<file path="config.mk">
export PLATFORM = sky130hd
export DESIGN_NAME = tcc_ctrl
export DESIGN_NICKNAME = d
export VERILOG_FILES = /design/src/rtl/tcc_pkg.sv /design/src/rtl/tcc_ctrl.sv
export SDC_FILE = /design/constraint.sdc
export NUM_CORES = 1
export LEC_CHECK = 0
export BUFFER_PORTS_ARGS = -buffer_cell sky130_fd_sc_hd__buf_2
export CAP_MARGIN = 30
export CORE_AREA = 2 2 79 99
export CTS_BUF_LIST = sky130_fd_sc_hd__clkbuf_16
export DETAILED_ROUTE_END_ITERATION = 8
export DIE_AREA = 0 0 81 101
export PLACE_DENSITY = 0.66
export SYNTH_ARGS = -nofsm -noshare
export SYNTH_HDL_FRONTEND = slang
export SYNTH_SLANG_ARGS = --single-unit
</file>
<file path="constraint.sdc">
create_clock -name aclk -period 2.3 [get_ports aclk]
set_clock_uncertainty 0.1 [all_clocks]
set_input_delay 0.23 -clock aclk [delete_from_list [all_inputs] [get_ports aclk]]
set_output_delay 0.23 -clock aclk [all_outputs]
set_load 0.03 [all_outputs]
</file>
<file path="src/rtl/tcc_pkg.sv">
`timescale 1ns / 1ps
// ----------------------------------------------------------------------------
// tcc_pkg
// Shared constants, types and the output rounding for the truncated causal
// convolution unit.
// ----------------------------------------------------------------------------
package tcc_pkg;

    localparam int MAX_LEN = 64;
    localparam int DATA_W  = 16;
    localparam int PROD_W  = 2 * DATA_W;
    localparam int IDX_W   = $clog2(MAX_LEN);
    localparam int CNT_W   = $clog2(MAX_LEN + 1);
    localparam int ACC_W   = PROD_W + $clog2(MAX_LEN);

    localparam logic [CNT_W-1:0] CNT_FULL = CNT_W'(MAX_LEN);

    typedef struct packed {
        logic wr;
        logic adv;
        logic clr;
    } tcc_ctrl_t;

    // round half up to q0.16 and saturate
    function automatic logic [DATA_W-1:0] round_sat(input logic [ACC_W-1:0] acc);
        logic [ACC_W:0]          sum;
        logic [ACC_W-DATA_W:0]   r;
        sum = {1'b0, acc} + (ACC_W + 1)'(1 << (DATA_W - 1));
        r   = sum[ACC_W:DATA_W];
        if (r[ACC_W-DATA_W:DATA_W] != '0) begin
            round_sat = '1;
        end else begin
            round_sat = r[DATA_W-1:0];
        end
    endfunction

endpackage

</file>
<file path="src/rtl/tcc_ctrl.sv">
`timescale 1ns / 1ps
// ----------------------------------------------------------------------------
// tcc_ctrl
// Load and run sequencer with the output register: counts loaded pairs,
// steps the cell chain once per term and rounds the head sum into the result.
// ----------------------------------------------------------------------------
module tcc_ctrl
    import tcc_pkg::*;
(
    input  logic              aclk,
    input  logic              aresetn,
    input  logic              s_valid,
    output logic              s_ready,
    input  logic              s_in_last,
    input  logic [ACC_W-1:0]  head_sum,
    output tcc_ctrl_t         ctrl,
    output logic [IDX_W-1:0]  wr_idx,
    output logic              m_valid,
    input  logic              m_ready,
    output logic [DATA_W-1:0] m_conv_value,
    output logic              m_out_last
);

    localparam logic ST_LOAD = 1'b0;
    localparam logic ST_RUN  = 1'b1;

    logic              state_reg, state_next;
    logic [CNT_W-1:0]  count_reg, count_next;
    logic [CNT_W-1:0]  len_reg, len_next;
    logic [CNT_W-1:0]  step_reg, step_next;
    logic              pend_reg, pend_next;
    logic              pend_last_reg, pend_last_next;
    logic              valid_reg, valid_next;
    logic [DATA_W-1:0] value_reg;
    logic              last_reg;

    logic in_xfer;
    logic not_full;
    logic cap;
    logic adv;

    assign s_ready  = (state_reg == ST_LOAD);
    assign in_xfer  = s_valid && s_ready;
    assign not_full = (count_reg < CNT_FULL);
    assign cap      = pend_reg && (!valid_reg || m_ready);
    assign adv      = (state_reg == ST_RUN) && (step_reg != len_reg) && (!pend_reg || cap);

    assign ctrl.wr  = in_xfer && not_full;
    assign ctrl.clr = in_xfer && s_in_last;
    assign ctrl.adv = adv;
    assign wr_idx   = count_reg[IDX_W-1:0];

    always_comb begin
        state_next     = state_reg;
        count_next     = count_reg;
        len_next       = len_reg;
        step_next      = step_reg;
        pend_next      = pend_reg;
        pend_last_next = pend_last_reg;
        valid_next     = valid_reg;
        case (state_reg)
            ST_LOAD: begin
                if (in_xfer) begin
                    if (s_in_last) begin
                        len_next   = not_full ? count_reg + CNT_W'(1) : CNT_FULL;
                        count_next = '0;
                        step_next  = '0;
                        state_next = ST_RUN;
                    end else if (not_full) begin
                        count_next = count_reg + CNT_W'(1);
                    end
                end
            end
            ST_RUN: begin
                if (cap) begin
                    pend_next = 1'b0;
                    if (pend_last_reg) begin
                        state_next = ST_LOAD;
                    end
                end
                if (adv) begin
                    step_next      = step_reg + CNT_W'(1);
                    pend_next      = 1'b1;
                    pend_last_next = (step_reg + CNT_W'(1) == len_reg);
                end
            end
            default: begin
                state_next = ST_LOAD;
            end
        endcase
        if (cap) begin
            valid_next = 1'b1;
        end else if (m_ready) begin
            valid_next = 1'b0;
        end
    end

    always_ff @(posedge aclk) begin
        if (!aresetn) begin
            state_reg     <= ST_LOAD;
            count_reg     <= '0;
            len_reg       <= '0;
            step_reg      <= '0;
            pend_reg      <= 1'b0;
            pend_last_reg <= 1'b0;
            valid_reg     <= 1'b0;
        end else begin
            state_reg     <= state_next;
            count_reg     <= count_next;
            len_reg       <= len_next;
            step_reg      <= step_next;
            pend_reg      <= pend_next;
            pend_last_reg <= pend_last_next;
            valid_reg     <= valid_next;
        end
    end

    always_ff @(posedge aclk) begin
        if (cap) begin
            value_reg <= round_sat(head_sum);
            last_reg  <= pend_last_reg;
        end
    end

    assign m_valid      = valid_reg;
    assign m_conv_value = value_reg;
    assign m_out_last   = last_reg;

endmodule

</file>
# [Yosys cells after proc, flatten, opt, wreduce, memory -nomap -nowiden]
# Index checks and enable logic that the tools add are counted.
[word_totals] in_bits=43 out_inout_bits=28 word_cells=54 reg_bits=42
[classes] mux=16 order_cmp=1 bitwise=1 reduce_logical=19 eq_ne=5 addsub=3
[op_table] op="2-to-1 mux 7 bit" count=6
[op_table] op="adder 38 x 16 -> 39 bit (second input constant)" count=1
[op_table] op="adder 7 x 1 -> 7 bit (second input constant)" count=2
[op_table] op="one-hot mux 7 bit (2 select lines)" count=1
[op_table] op="AND reduction 3 bit" count=3
[op_table] op="2-to-1 mux 1 bit" count=8
[op_table] op="== test 7 bit" count=1
[op_table] op="less-than comparator 7 bit (second input constant)" count=1
[op_table] op="inequality test 7 bit" count=1
[op_table] op="nonzero test 7 bit" count=1
[op_table] op="logical AND 1 bit" count=6
[op_table] op="inequality test 2 x 1 -> 1 bit (second input constant)" count=3
[op_table] op="nonzero test 2 bit" count=3
[op_table] op="AND reduction 2 bit" count=2
[op_table] op="logical NOT 1 bit" count=2
[op_table] op="logical OR 1 bit" count=2
[op_table] op="one-hot mux 1 bit (2 select lines)" count=1
[op_table] op="inverter 1 bit" count=1

# [Longest topological paths before layout]
[logic_depth] word_depth=7 ltp_mapped=9 depth_no_buf=7

# [Worst setup path before layout]
# Ideal clock, no wire load.
[synth_path] path_kind="input-to-reg" start="input head_sum[15]" end="register value_reg[4] (netlist: m_conv_value[4]) (data pin)" path_buffers=3 required_time_ps=1929 arrival_ps=1745 setup_time_ps=271 stages=9 slack_ps=184 path_cell_list="ha_1 > and3_1 > buf_2 > and2_0 > buf_2 > and4_1 > a211oi_2 > buf_6 > nand3_1"
[synth_between] elab_chain_len=2
[synth_lines] element="start: declaration" line_no="tcc_ctrl.sv:15" rtl="input logic [ACC_W-1:0] head_sum,"
[synth_lines] element="adder 38 x 16 -> 39 bit (*)" line_no="tcc_pkg.sv:28" rtl="sum = {1'b0, acc} + (ACC_W + 1)'(1 << (DATA_W - 1));"
[synth_lines] element="nonzero test 7 bit" line_no="tcc_pkg.sv:30" rtl="if (r[ACC_W-DATA_W:DATA_W] != '0) begin"
[synth_lines] element="end signal: assignment" line_no="tcc_ctrl.sv:120" rtl="value_reg <= round_sat(head_sum);"
[synth_lines] element="end: declaration" line_no="tcc_ctrl.sv:34" rtl="logic [DATA_W-1:0] value_reg;"
# Every way passes the cells marked *; elsewhere a longest branch is shown, timed or not.
# A chain may end at the register's enable or synchronous reset.

==> impl_metrics.ini <==
[synth]
postSynthNetCount = 317
netlist_instances = 270
synth_async_sr_flop_share = 0
synth_edf_count = 17
yosys_register_bits = 42
yosysWarnings = 0
total_standard_cell_area_after_synthesis_um2 = 2461
synth_ff_type = dfxtp_1
cell_types_occupying_the_most_area_after_synthesis = edfxtp_1 (21%), dfxtp_1 (20%), nand3_1 (6.5%)
avgSynthCellArea_um2 = 9.115
netlist.top_cell.by_area = edfxtp_1
area_share_of_the_largest_cell_type_after_synthesis = 0.2074
synth-seq-area-share = 0.4108
synth.distinct_cells = 52

[timing]
worst_slack_ps = 126.4
final_min_period_over_clock_period = 0.9451
maxClockFrequency_mhz = 460.1
setup_tns_ps = 0
final-max-slew-violation-count = 0
finalSetupViolCount = 0
timing.slew.headroom = 0.5924
rsz_0062_raised_after_global_routing = false
max_slew.worst_pin.slew_ps = 606.8
count_of_final_hold_check_violations = 0
post-route-min-period_ps = 2174

[clocking]
cts_made_buffers = 5
clock_tree.buffer_depth = 2
tritoncts = yes
clock_slew_seen_by_the_registers_of_the_worst_setup_and_hold_paths_ps = 60
hold_buffers = 0
worstSkewPairLatency_ps = 280
h-tree-depth = 2
clock_tree.root_cell = clkbuf_16
clock_sinks = 42

[worst_setup_path]
critPathRequiredTime_ps = 1970
startpoint_type = flip-flop
critical_path.slowest_cell = or4b_1
cp_data_arrival_time_ps = 1840
setup.worst_path.end_class = output pin
setup_cp_type = reg2out
worstReg2RegEnd = step_reg[1]
ff2ff_path_depth = 6
cp_max_fo = 5
cp_cell_sequence = xor2_1 > or4b_1 > o211a_4 > buf_2
timing.critical_path.slowest_cell_delay_ps = 570
setup.reg_to_reg.worst_slack_ps = 260
reg2reg_from = step_reg[6]

[grt]
grt_antenna_before_repair = 0
globalRoute.totalOverflow = 0
grt_util_all_layers = 0.1416
grt_pass1_wl_um = 9121
first_global_vias = 1949
pin_count_of_the_biggest_net_entering_global_routing = 28

[pwr]
p_comb_frac = 0.113
switching_share = 0.2481
internal-power_uw = 1259
power.clock.fraction = 0.411
total_switching_power_uw = 415.4
seq_power_share = 0.476
power.static_leakage_uw = 0.001115
max_ir_drop_vdd_mv = 0.3019
power_density_nw_per_um2 = 564.4

[floorplan]
fp.dieH_um = 101
die-area_um2 = 8181
standard_cell_core_area_um2 = 7269
die_w_um = 81
rows = 35
initial_standard_cell_utilization_of_the_core = 0.3386
pin_count = 71

[drt]
routed_wirelength_um = 5481
drt_drc_violations_left = 0
routed_via_density = 5.113
route.vias.total = 2132
antenna_violating_nets_post_route = 0
drt-pass1-iter-count = 4
route.detailed.wl_per_inst_um = 13.14
drtIter0Drc = 77

[final_layout]
synthToLayoutAreaGrowth_pct = 20.54
number_of_flip_flops_under_the_largest_register_name = 16
drive_above_1_share = 0.2523
layout_commonest_cell = buf_2
layout.cells.most_common_list = buf_2 (55), nand3_1 (32), dfxtp_1 (25)
count_of_fill_cells_added_during_filler_insertion = 792
layout.nets = 371
antennaDiodeCount = 0

[job]
drv_cap = 0

[placement]
preCtsSetupSlack_ps = 174.3
place.port_buffers = 55
globalplace.congestion = 0.8608
dp.final_hpwl_um = 4154

[hold_path]
hold_path.startpoint = head_sum[17]
hold_class = in2reg
min_to = m_conv_value[1]
worst_hold_path.num_cells = 3

[outcome]
status = completed
==> routing by layer <==
metal  up-vias  GRT usage  part of all wire
met5         -          0                 0
met4         0    0.04694             0.015
met3         7    0.02509             0.037
met2        43     0.2505              0.53
met1       997     0.1708              0.42
li1       1085          -                 -
==> critical path, delay by kind of cell, from the launching register on <==
kind	cells	cell delay [ps]
and+or+nand+nor	1	570
DFF	1	340
AOI/OAI and AO/OA	1	270
xor gates and xnor gates	1	200
buffers and inverters	1	180
==> synthesized netlist by cell type (4+ instances only) <==
cell type and instances:
nand2_1 19, o21ai_0 19, and3_1 7, a21oi_1 4, nand3_1 32, buf_4 7, inv_1 10, clkbuf_1 5
nor2b_1 9, nand4_1 6, ha_1 4, nor3_1 6, dfxtp_1 25, a22oi_1 4, xnor2_1 18, buf_2 4
nor2_1 13, edfxtp_1 17, xor2_1 11
==> through the flow <==
stage | util | hold slack [ps] | cells | total power, µW | instance area, µm²
after detailed placement | 0.3838 | 364.2 | 407 | 998.0 | 2790
after CTS | 0.4050 | 191.1 | 415 | 1692 | 2944
final | 0.4081 | 194.6 | 417 | 1674 | 2967
after global routing | 0.4081 | 213.3 | 417 | 1735 | 2967
after global placement | 0.3838 | 359.2 | 407 | 994.2 | 2790
after floorplan | - | 330.3 | 270 | 932.7 | 2461
==> how the worst max path moves through the flow <==
stage / to / start / slack, ps
after CTS: ctrl[1] / step_reg[6] / 20
after global routing: ctrl[1] / step_reg[6] / 60
after global placement: m_conv_value[5] / head_sum[15] / 180
after detailed placement: m_conv_value[6] / head_sum[15] / 170
after floorplan: m_conv_value[4] / head_sum[15] / 180
final: ctrl[1] / step_reg[6] / 130
==> layout make-up <==
type / count / area [µm²] / area share
clock buffers: 5 / 125.1 / 0.04218
clock inverters: 3 / 21.27 / 0.007170
inverters: 10 / 37.54 / 0.01265
multi-input cells: 199 / 1299 / 0.4378
flip-flops and latches: 42 / 1011 / 0.3408
well taps: 92 / 115.1 / 0.03880
repair buffers: 66 / 357.8 / 0.1206
==> logic make-up after synthesis <==
family	Yosys count	share of synthesized area
xor gates and xnor gates	29	0.1032
DFF	42	0.4108
and+or+nand+nor	112	0.2435
adders and majority gates	4	0.02034
buffers and inverters	29	0.06762
muxes	2	0.008135
AOI/OAI and AO/OA	52	0.1464
==> power by group through the flow <==
stage          clock network [µW]  registers (µW)  logic, µW
4_1_cts                       707             797        187
6_report                      689             797        189
3_3_place_gp                    0             813        182
2_1_floorplan                   0             822        111
5_1_grt                       727             799        209
3_5_place_dp                    0             813        185
==> what timing repair did <==
action | in CTS | in global routing
pin swaps | 0 | 1
setup endpoints to repair | 1 | 1
gates resized for setup | 2 | 1
buffers inserted | 0 | 2
No activity file was read; power rests on OpenSTA's default activity.
