**src/rtl/tcc_pkg.sv**
```systemverilog
`timescale 1ns / 1ps
// ----------------------------------------------------------------------------
// tcc_pkg
// Shared constants, types and the output rounding for the truncated causal
// convolution unit.
// ----------------------------------------------------------------------------
package tcc_pkg;

    localparam int MAX_LEN = 64;
    localparam int DATA_W  = 16;
    localparam int PROD_W  = 2 * DATA_W;
    localparam int IDX_W   = $clog2(MAX_LEN);
    localparam int CNT_W   = $clog2(MAX_LEN + 1);
    localparam int ACC_W   = PROD_W + $clog2(MAX_LEN);

    localparam logic [CNT_W-1:0] CNT_FULL = CNT_W'(MAX_LEN);

    typedef struct packed {
        logic wr;
        logic adv;
        logic clr;
    } tcc_ctrl_t;

    // round half up to q0.16 and saturate
    function automatic logic [DATA_W-1:0] round_sat(input logic [ACC_W-1:0] acc);
        logic [ACC_W:0]          sum;
        logic [ACC_W-DATA_W:0]   r;
        sum = {1'b0, acc} + (ACC_W + 1)'(1 << (DATA_W - 1));
        r   = sum[ACC_W:DATA_W];
        if (r[ACC_W-DATA_W:DATA_W] != '0) begin
            round_sat = '1;
        end else begin
            round_sat = r[DATA_W-1:0];
        end
    endfunction

endpackage

```
**src/rtl/tcc_cell.sv**
```systemverilog
`timescale 1ns / 1ps
// ----------------------------------------------------------------------------
// tcc_cell
// One tap of the transposed convolution chain: holds a[k] and b[k], shifts b
// toward the head and adds its product into the partial sum from its neighbor.
// ----------------------------------------------------------------------------
module tcc_cell
    import tcc_pkg::*;
(
    input  logic              aclk,
    input  tcc_ctrl_t         ctrl,
    input  logic [DATA_W-1:0] a_in,
    input  logic [DATA_W-1:0] b_in,
    input  logic [DATA_W-1:0] x_in,
    input  logic [DATA_W-1:0] b_nbr,
    input  logic [ACC_W-1:0]  s_nbr,
    output logic [DATA_W-1:0] b_out,
    output logic [ACC_W-1:0]  s_out
);

    logic [DATA_W-1:0] a_reg;
    logic [DATA_W-1:0] b_reg;
    logic [ACC_W-1:0]  s_reg;
    logic [PROD_W-1:0] prod;

    assign prod = a_reg * x_in;

    always_ff @(posedge aclk) begin
        if (ctrl.wr) begin
            a_reg <= a_in;
            b_reg <= b_in;
        end else if (ctrl.adv) begin
            b_reg <= b_nbr;
        end
        if (ctrl.clr) begin
            s_reg <= '0;
        end else if (ctrl.adv) begin
            s_reg <= s_nbr + ACC_W'(prod);
        end
    end

    assign b_out = b_reg;
    assign s_out = s_reg;

endmodule

```
**config.mk**
```make
export PLATFORM = sky130hd
export DESIGN_NAME = tcc_cell
export DESIGN_NICKNAME = d
export VERILOG_FILES = /design/src/rtl/tcc_pkg.sv /design/src/rtl/tcc_cell.sv
export SDC_FILE = /design/constraint.sdc
export NUM_CORES = 1
export LEC_CHECK = 0
export BUFFER_PORTS_ARGS = -buffer_cell sky130_fd_sc_hd__buf_2
export CAP_MARGIN = 15
export CORE_MARGIN = 3
export CORE_UTILIZATION = 35
export DETAILED_ROUTE_END_ITERATION = 10
export PLACE_DENSITY = 0.63
export SYNTH_ARGS = -nofsm -noshare
export SYNTH_HDL_FRONTEND = slang
export SYNTH_SLANG_ARGS = --single-unit
export TNS_END_PERCENT = 100
```
**constraint.sdc**
```tcl
create_clock -name aclk -period 8.4 [get_ports aclk]
set_clock_uncertainty 0.2 [all_clocks]
set_input_delay 1.68 -clock aclk [delete_from_list [all_inputs] [get_ports aclk]]
set_output_delay 1.68 -clock aclk [all_outputs]
set_load 0.02 [all_outputs]
```
; Word-level counts from Yosys, hierarchy flattened
; Cells that the tools add are included.
[op_classes]
n_reduce_logical = 1
n_mul = 1
mux = 2
addsub = 1
[op_table]
columns = cell, n
row1 = adder 38 x 32 -> 38 bit, 1
row2 = multiplier 16 x 16 -> 32 bit, 1
row3 = two-way mux 16 bit, 2
row4 = nonzero test 2 bit, 1
[totals]
word_cells = 8
inputBits = 106
regBits = 70
out_inout_bits = 54

; Longest topological paths before layout
; Gate-level depths: netlist of the first run.
[logic_depth]
ltp_word = 2
mapped_depth = 23
depth_no_buf = 22

; Worst setup path after synthesis of the first run
; Ideal clock, no wire load.
[synth_timing]
path_kind = input to register
start = in x_in[1]
end = reg s_reg[35], in the netlist s_out[35]
required_ps = 8083
cell_stages = 23
setup_time_ps = 117
slack_ps = 1065
arrival_ps = 7018
path_buffers = 2
cell_sequence = clkbuf_1 > nand2_1 > fa_1 > inv_1 > fa_1 > inv_1 > fa_1 > inv_1 > fa_1 > inv_1 > fa_1 > inv_1 > fa_1 > ha_1 > buf_2 > nand2_1 > o21ai_0 > a31o_2 > a31oi_2 > o21a_4 > o41ai_4 > xor2_1 > a22o_1
[synth_between]
elab_chain_cells = 2
[synth_rtl]
columns = item, line_no
row1 = "start, declared", tcc_cell.sv:14  ; input logic [DATA_W-1:0] x_in,
row2 = multiplier 16 x 16 -> 32 bit, tcc_cell.sv:26  ; assign prod = a_reg * x_in;
row3 = adder 38 x 32 -> 38 bit, tcc_cell.sv:38  ; s_reg <= s_nbr + ACC_W'(prod);
row4 = "end signal, assigned", tcc_cell.sv:38
row5 = "end, declared", tcc_cell.sv:23  ; logic [ACC_W-1:0] s_reg;
; No other way between the ends.
; A chain may end at the register's enable or synchronous reset.

; Worst setup path after layout of the first run
[layout_timing]
start = in x_in[1]
end = reg s_reg[32], in the netlist s_out[32]
; Same word-level chain as after synthesis.

==> results of run 1 <==
[synth_stat cells (all sizes together) (3+ instances only)]
library cell,n
o21ai,25
mux2,16
a31oi,9
nor2,37
nor2b,4
o31ai,5
buf,3
nand4,4
fa,226
ha,110
o21a,9
nor3,4
nand3,3
xnor2,17
a21oi,29
clkbuf,48
and2,110
and4,3
xor2,12
a211oi,7
mux2i,17
and3,4
inv,340
a2111oi,3
nand2,177
dfxtp,38
edfxtp,32
o21bai,3
a21o,10
a22o,16
[worst max-delay path: cells and delay by family]
kind | cells | cell delay, ns
XOR/XNOR | 1 | 0.15
AND/OR/NAND/NOR | 4 | 0.79
AO/OA/AOI/OAI | 4 | 0.93
adder cells (fa/ha/maj) | 7 | 3.51
buffers and inverters | 4 | 0.49
[metrics by stage]
stage               util (%)  cells  setup WS, ns  cell area, µm²  hold WS (ns)
floorplan                  -   1341          1.07           12300         0.351
global placement        39.0   1906         0.658           13500         0.251
detailed placement      39.0   1906         0.582           13500         0.259
CTS                     39.9   1922         0.928           13800         0.275
global route            39.9   1922         0.557           13800         0.304
finish                  39.9   1922         0.871           13800         0.273
[layout make-up]
type	instances	area [µm²]	area share, %
Clock buffer	12	256	1.86
Clock inverter	4	45.0	0.326
Inverter	340	1280	9.24
Multi-Input combinational cell	880	9130	66.1
Sequential cell	70	1720	12.5
Tap cell	455	569	4.12
Timing Repair Buffer	161	811	5.87
[cell families after synthesis]
| group | Yosys count |
|---|---|
| AOI/OAI and AO/OA | 129 |
| xor gates and xnor gates | 29 |
| adders and majority gates | 336 |
| buffers and inverters | 391 |
| DFF | 70 |
| muxes | 33 |
| and+or+nand+nor | 353 |
[cells in the final DEF (no fill, tap or decap), types with 12 or more instances in the layout]
cell and n:
a22o_1 16, xor2_1 12, and2_1 110, xnor2_1 17
nor2_1 37, buf_2 159, edfxtp_1 32, nand2_1 177
fa_1 226, inv_1 340, dfxtp_1 38, o21ai_0 23
ha_1 110, mux2i_1 17, mux2_2 16, a21oi_1 29
[worst paths after layout]
path                             endpoint  cells past startpoint
worst max-delay path            s_out[32]                     20
worst min register to register  s_out[15]                      1
worst min-delay path            s_out[15]                      1
worst max register to register  s_out[32]                     19
[routing by layer]
metal / vias to the layer above / share of wire, % / track usage [%] / wire [µm]
met5: - / 0 / 0 / 0
met4: 0 / 1.6 / 3.51 / 478
met3: 33 / 5.0 / 2.52 / 1540
met2: 232 / 49 / 27.9 / 15100
met1: 4696 / 44 / 23.4 / 13500
li1: 4294 / - / - / -
==> impl_metrics.tcl, run 1 <==
set metrics [dict create \
    synth_top_family_by_area "adder cells" \
    start_util_pct 35.6 \
    synthesis.area_um2 12300 \
    drcViolationCount 0 \
    dr.first_iter.drc_count 489 \
    numCtsBuffers 9 \
    cpMaxStageDelayCell "fa_1" \
    port_buffers 159 \
    hp-class "flip-flop to flip-flop" \
    ys_seq_elements 70 \
    drive_gt1_share_pct 13.8 \
    setup_viol 0 \
    tns_ns 0 \
    regToRegStartpoint "a_reg[12]" \
    max-slew-margin-rel_pct 38.5 \
    max-cap-violations 0 \
    ctsResizeCount 0 \
    wl_um 30700 \
    syn_nets 1783 \
    critPathKind "input pin to flip-flop" \
    core_um2 34600 \
    status "completed" \
    gp_congestion 0.878 \
    grt_max_degree 34 \
    finalMaxSlewViolations 0 \
    grt_overflow 0 \
    critPathMaxStageDelay_ns 0.58 \
    cp-end-kind "flip-flop" \
    antenna_found_initial 0 \
    ys_seq_area_share_pct 14.0 \
    hp-start "s_out[15]" \
    dieWidth_um 194 \
    ff2ff_setup_slack_ns 1.71 \
    largest_register_ffs 38 \
    rsz0062_at_grt "no" \
    die_h_um 194 \
    synthSimpleGateAreaFrac_pct 13.6 \
    crit_chain "buf_2 -> nand2_1 -> fa_1 -> inv_1 -> fa_1 -> inv_1 -> fa_1 -> fa_1 -> fa_1 -> fa_1 -> inv_1 -> ha_1 -> and2_1 -> and4_1 -> a22oi_1 -> nand3_1 -> a211oi_2 -> o21ai_1 -> xor2_1 -> a22o_1" \
    cts.sink_count 70 \
    period_needed_ns 7.53 \
    cp_max_fo 16 \
    nets 1904 \
    n_antenna_cell 0 \
    postSynth.asyncResetShare_pct 0 \
    synth_compound_area_share_pct 7.71 \
    period_share_pct 89.6 \
    worstPathArrival_ns 7.56 \
    synth.largest_area_cell "fa_1" \
    nFillCells 3434 \
    drtAntennaViolNets 0 \
    placementRows 68 \
    required_ns 8.43 \
    clkTransAtPathRegs_ns 0.06 \
    yosysTopAreaCellShare_pct 36.7 \
    io_pins 160 \
    area_growth_pct 12.1 \
    grt_pass1_vias 9719 \
    cts_setup_buffers 0 \
    viasPerCell 4.82 \
    cts_buffer_depth 2 \
    first_pass_iters 5 \
    synth.avg_cell_area_um2 9.19 \
    ctsHoldBuffers 0 \
    tightest_slew_ns 0.922 \
    clk_latency_ns 0.34 \
    timing.fmax_mhz 133 \
    cts_tree "yes" \
    synthXorXnorAreaFrac_pct 2.06 \
    grt_usage_pct 16.8 \
    htreeDepth 3 \
    die-area_um2 37500 \
    ctsRootBufferMaster "clkbuf_16" \
    grt_pass1_wl_um 51100 \
    netlist_instances 1341 \
    vias 9255 \
    worstSetupStartpointType "input pin" \
    dp_hpwl_um 26300 \
    cp-startpoint "x_in[1]" \
    path_common_cell "fa_1" \
    ys_top_cells_by_area "fa_1 37%, ha_1 11%, inv_1 10%, edfxtp_1 7.8%, dfxtp_1 6.2%" \
    synth-edff-count 32 \
    yosysUniqueCellTypes 56 \
    synth_fa_ha_area_share_pct 47.9 \
    synthMuxAreaShare_pct 2.84 \
    wire_per_inst_um 16.0 \
    synthFlopType "dfxtp_1" \
    yosys_warnings 0 \
    finalHoldViolCount 0 \
]
Power of run 1 is not shown: default switching activity piles up to over one toggle a cycle in this logic, so the estimate is an artifact.
==> run 2, diff against run 1 <==
--- a/config.mk
+++ b/config.mk
@@ -8,9 +8,10 @@
 export BUFFER_PORTS_ARGS = -buffer_cell sky130_fd_sc_hd__buf_2
 export CAP_MARGIN = 15
 export CORE_MARGIN = 3
-export CORE_UTILIZATION = 35
+export CORE_UTILIZATION = 61
 export DETAILED_ROUTE_END_ITERATION = 10
-export PLACE_DENSITY = 0.63
+export MAX_ROUTING_LAYER = met4
+export PLACE_DENSITY = 0.94
 export SYNTH_ARGS = -nofsm -noshare
 export SYNTH_HDL_FRONTEND = slang
 export SYNTH_SLANG_ARGS = --single-unit
==> run 2 against run 1 <==
Utilization grew 29 points. Sequential share of layout area grew 0.23 points. Via count grew 4.2%. Cell count shrank 9.9%. Routed wire length is essentially flat. Register-to-register slack gained 0.02 ns. Hold slack gained 0.0066 ns. Clock-buffer cell count is the same. Global-route usage grew 14 points. Die area shrank 41%. Cell area shrank 1.8%. Non-clock buffer count is the same. Critical path type unchanged. Critical endpoint is now s_out[35].
==> impl_metrics.tcl, run 2 (synthesis gave the netlist of run 1 again) <==
set metrics [dict create \
    ctsHoldBuffers 0 \
    drtAntennaViolNets 0 \
    wl_um 30700 \
    grt_busiest_layer "met2" \
    cts_buffer_depth 2 \
    area_growth_pct 10.1 \
    vias 9648 \
    die_h_um 148 \
    largest_register_ffs 38 \
    drive_gt1_share_pct 13.8 \
    critPathMaxStageDelay_ns 0.56 \
    max-cap-violations 0 \
    cp-end-kind "flip-flop" \
    met1_usage_pct 36.7 \
    hp-class "flip-flop to flip-flop" \
    rsz0062_at_grt "no" \
    path_buf_inv 6 \
    setup_viol 0 \
    port_buffers 159 \
    dp_slack_ns 0.669 \
    antenna_found_initial 0 \
    met2_usage_pct 52.1 \
    grt_pass1_wl_um 51500 \
    drcViolationCount 0 \
    cts_setup_buffers 0 \
    nets 1904 \
    ctsRootBufferMaster "clkbuf_16" \
    crit_chain "buf_2 -> nand2_1 -> fa_1 -> inv_1 -> fa_1 -> inv_1 -> fa_1 -> inv_1 -> fa_1 -> inv_1 -> fa_1 -> inv_1 -> fa_1 -> ha_1 -> nand2_1 -> o21ai_0 -> a31o_2 -> a31oi_2 -> o21a_4 -> o41ai_4 -> xor2_1 -> a22o_1" \
    finalHoldViolCount 0 \
    final_common_cell "inv_1" \
    status "completed" \
    required_ns 8.44 \
    core_um2 19700 \
    first_pass_iters 7 \
    wire_per_inst_um 17.7 \
    nFillCells 1456 \
    period_needed_ns 7.50 \
    timing.fmax_mhz 133 \
    finalMaxSlewViolations 0 \
    grt_pass1_vias 10800 \
    placementRows 51 \
    ctsResizeCount 0 \
    grt_max_degree 34 \
    die-area_um2 21900 \
    io_pins 160 \
    numCtsBuffers 9 \
    tns_ns 0 \
    dieWidth_um 148 \
    tightest_slew_ns 0.844 \
    clkTransAtPathRegs_ns 0.06 \
    use_met3_pct 3.90 \
    n_antenna_cell 0 \
    start_util_pct 62.7 \
    clk_latency_ns 0.35 \
    cpMaxStageDelayCell "fa_1" \
    worstPathArrival_ns 7.54 \
    setup_ws_ns 0.895 \
    htreeDepth 3 \
    viasPerCell 5.57 \
    gp_congestion 0.993 \
    crit_family "adder cells" \
    max-slew-margin-rel_pct 43.7 \
    cp_max_fo 16 \
    place_area_um2 13300 \
    cts_tree "yes" \
    dp_hpwl_um 25200 \
    critPathKind "input pin to flip-flop" \
    seq_area_um2 1720 \
    dr.first_iter.drc_count 792 \
    cts.sink_count 70 \
    grt_usage_pct 30.4 \
    grt_overflow 0 \
    path_common_cell "fa_1" \
    period_share_pct 89.3 \
    multiInputGateArea_um2 9130 \
    most-common-layout-cells "340 x inv_1, 226 x fa_1, 177 x nand2_1" \
    design_area_um2 13600 \
    worstSetupStartpointType "input pin" \
]
## run 2: tightest hold or removal path, cell delays in order, from the launching register on
cell and delay (ns):
dfxtp_1 0.31, nor2_1 0.08, a211oi_1 0.05
## run 2: worst paths after layout
| check | to | from | cells after the start | slack [ns] |
|---|---|---|---|---|
| worst max-delay path | s_out[35] | x_in[1] | 22 | 0.90 |
| worst min-delay path | s_out[4] | s_out[4] | 2 | 0.28 |
| worst max register to register | s_out[35] | a_reg[7] | 21 | 1.73 |
| worst min register to register | s_out[4] | s_out[4] | 2 | 0.28 |
## run 2: through the flow
stage               std cells  hold slack [ns]  util [%]
finish                   1732            0.280      69.0
global route             1732            0.290      69.0
CTS                      1732            0.279      69.0
detailed placement       1716            0.258      67.5
global placement         1716            0.246      67.5
floorplan                1341            0.351         -
## run 2: area by class of cell
class	instances	area share [%]
Tap cell	265	2.44
Sequential cell	70	12.7
Inverter	340	9.41
Clock buffer	12	1.82
Timing Repair Buffer	161	5.98
Clock inverter	4	0.350
Multi-Input combinational cell	880	67.3
## run 2: layer usage
| layer | vias to the layer above | share of wire [%] |
|---|---|---|
| li1 | 4289 | - |
| met1 | 4788 | 37 |
| met2 | 456 | 52 |
| met3 | 115 | 6.9 |
| met4 | 0 | 3.8 |
| met5 | - | 0 |
Power of run 2 is left out for the same reason.
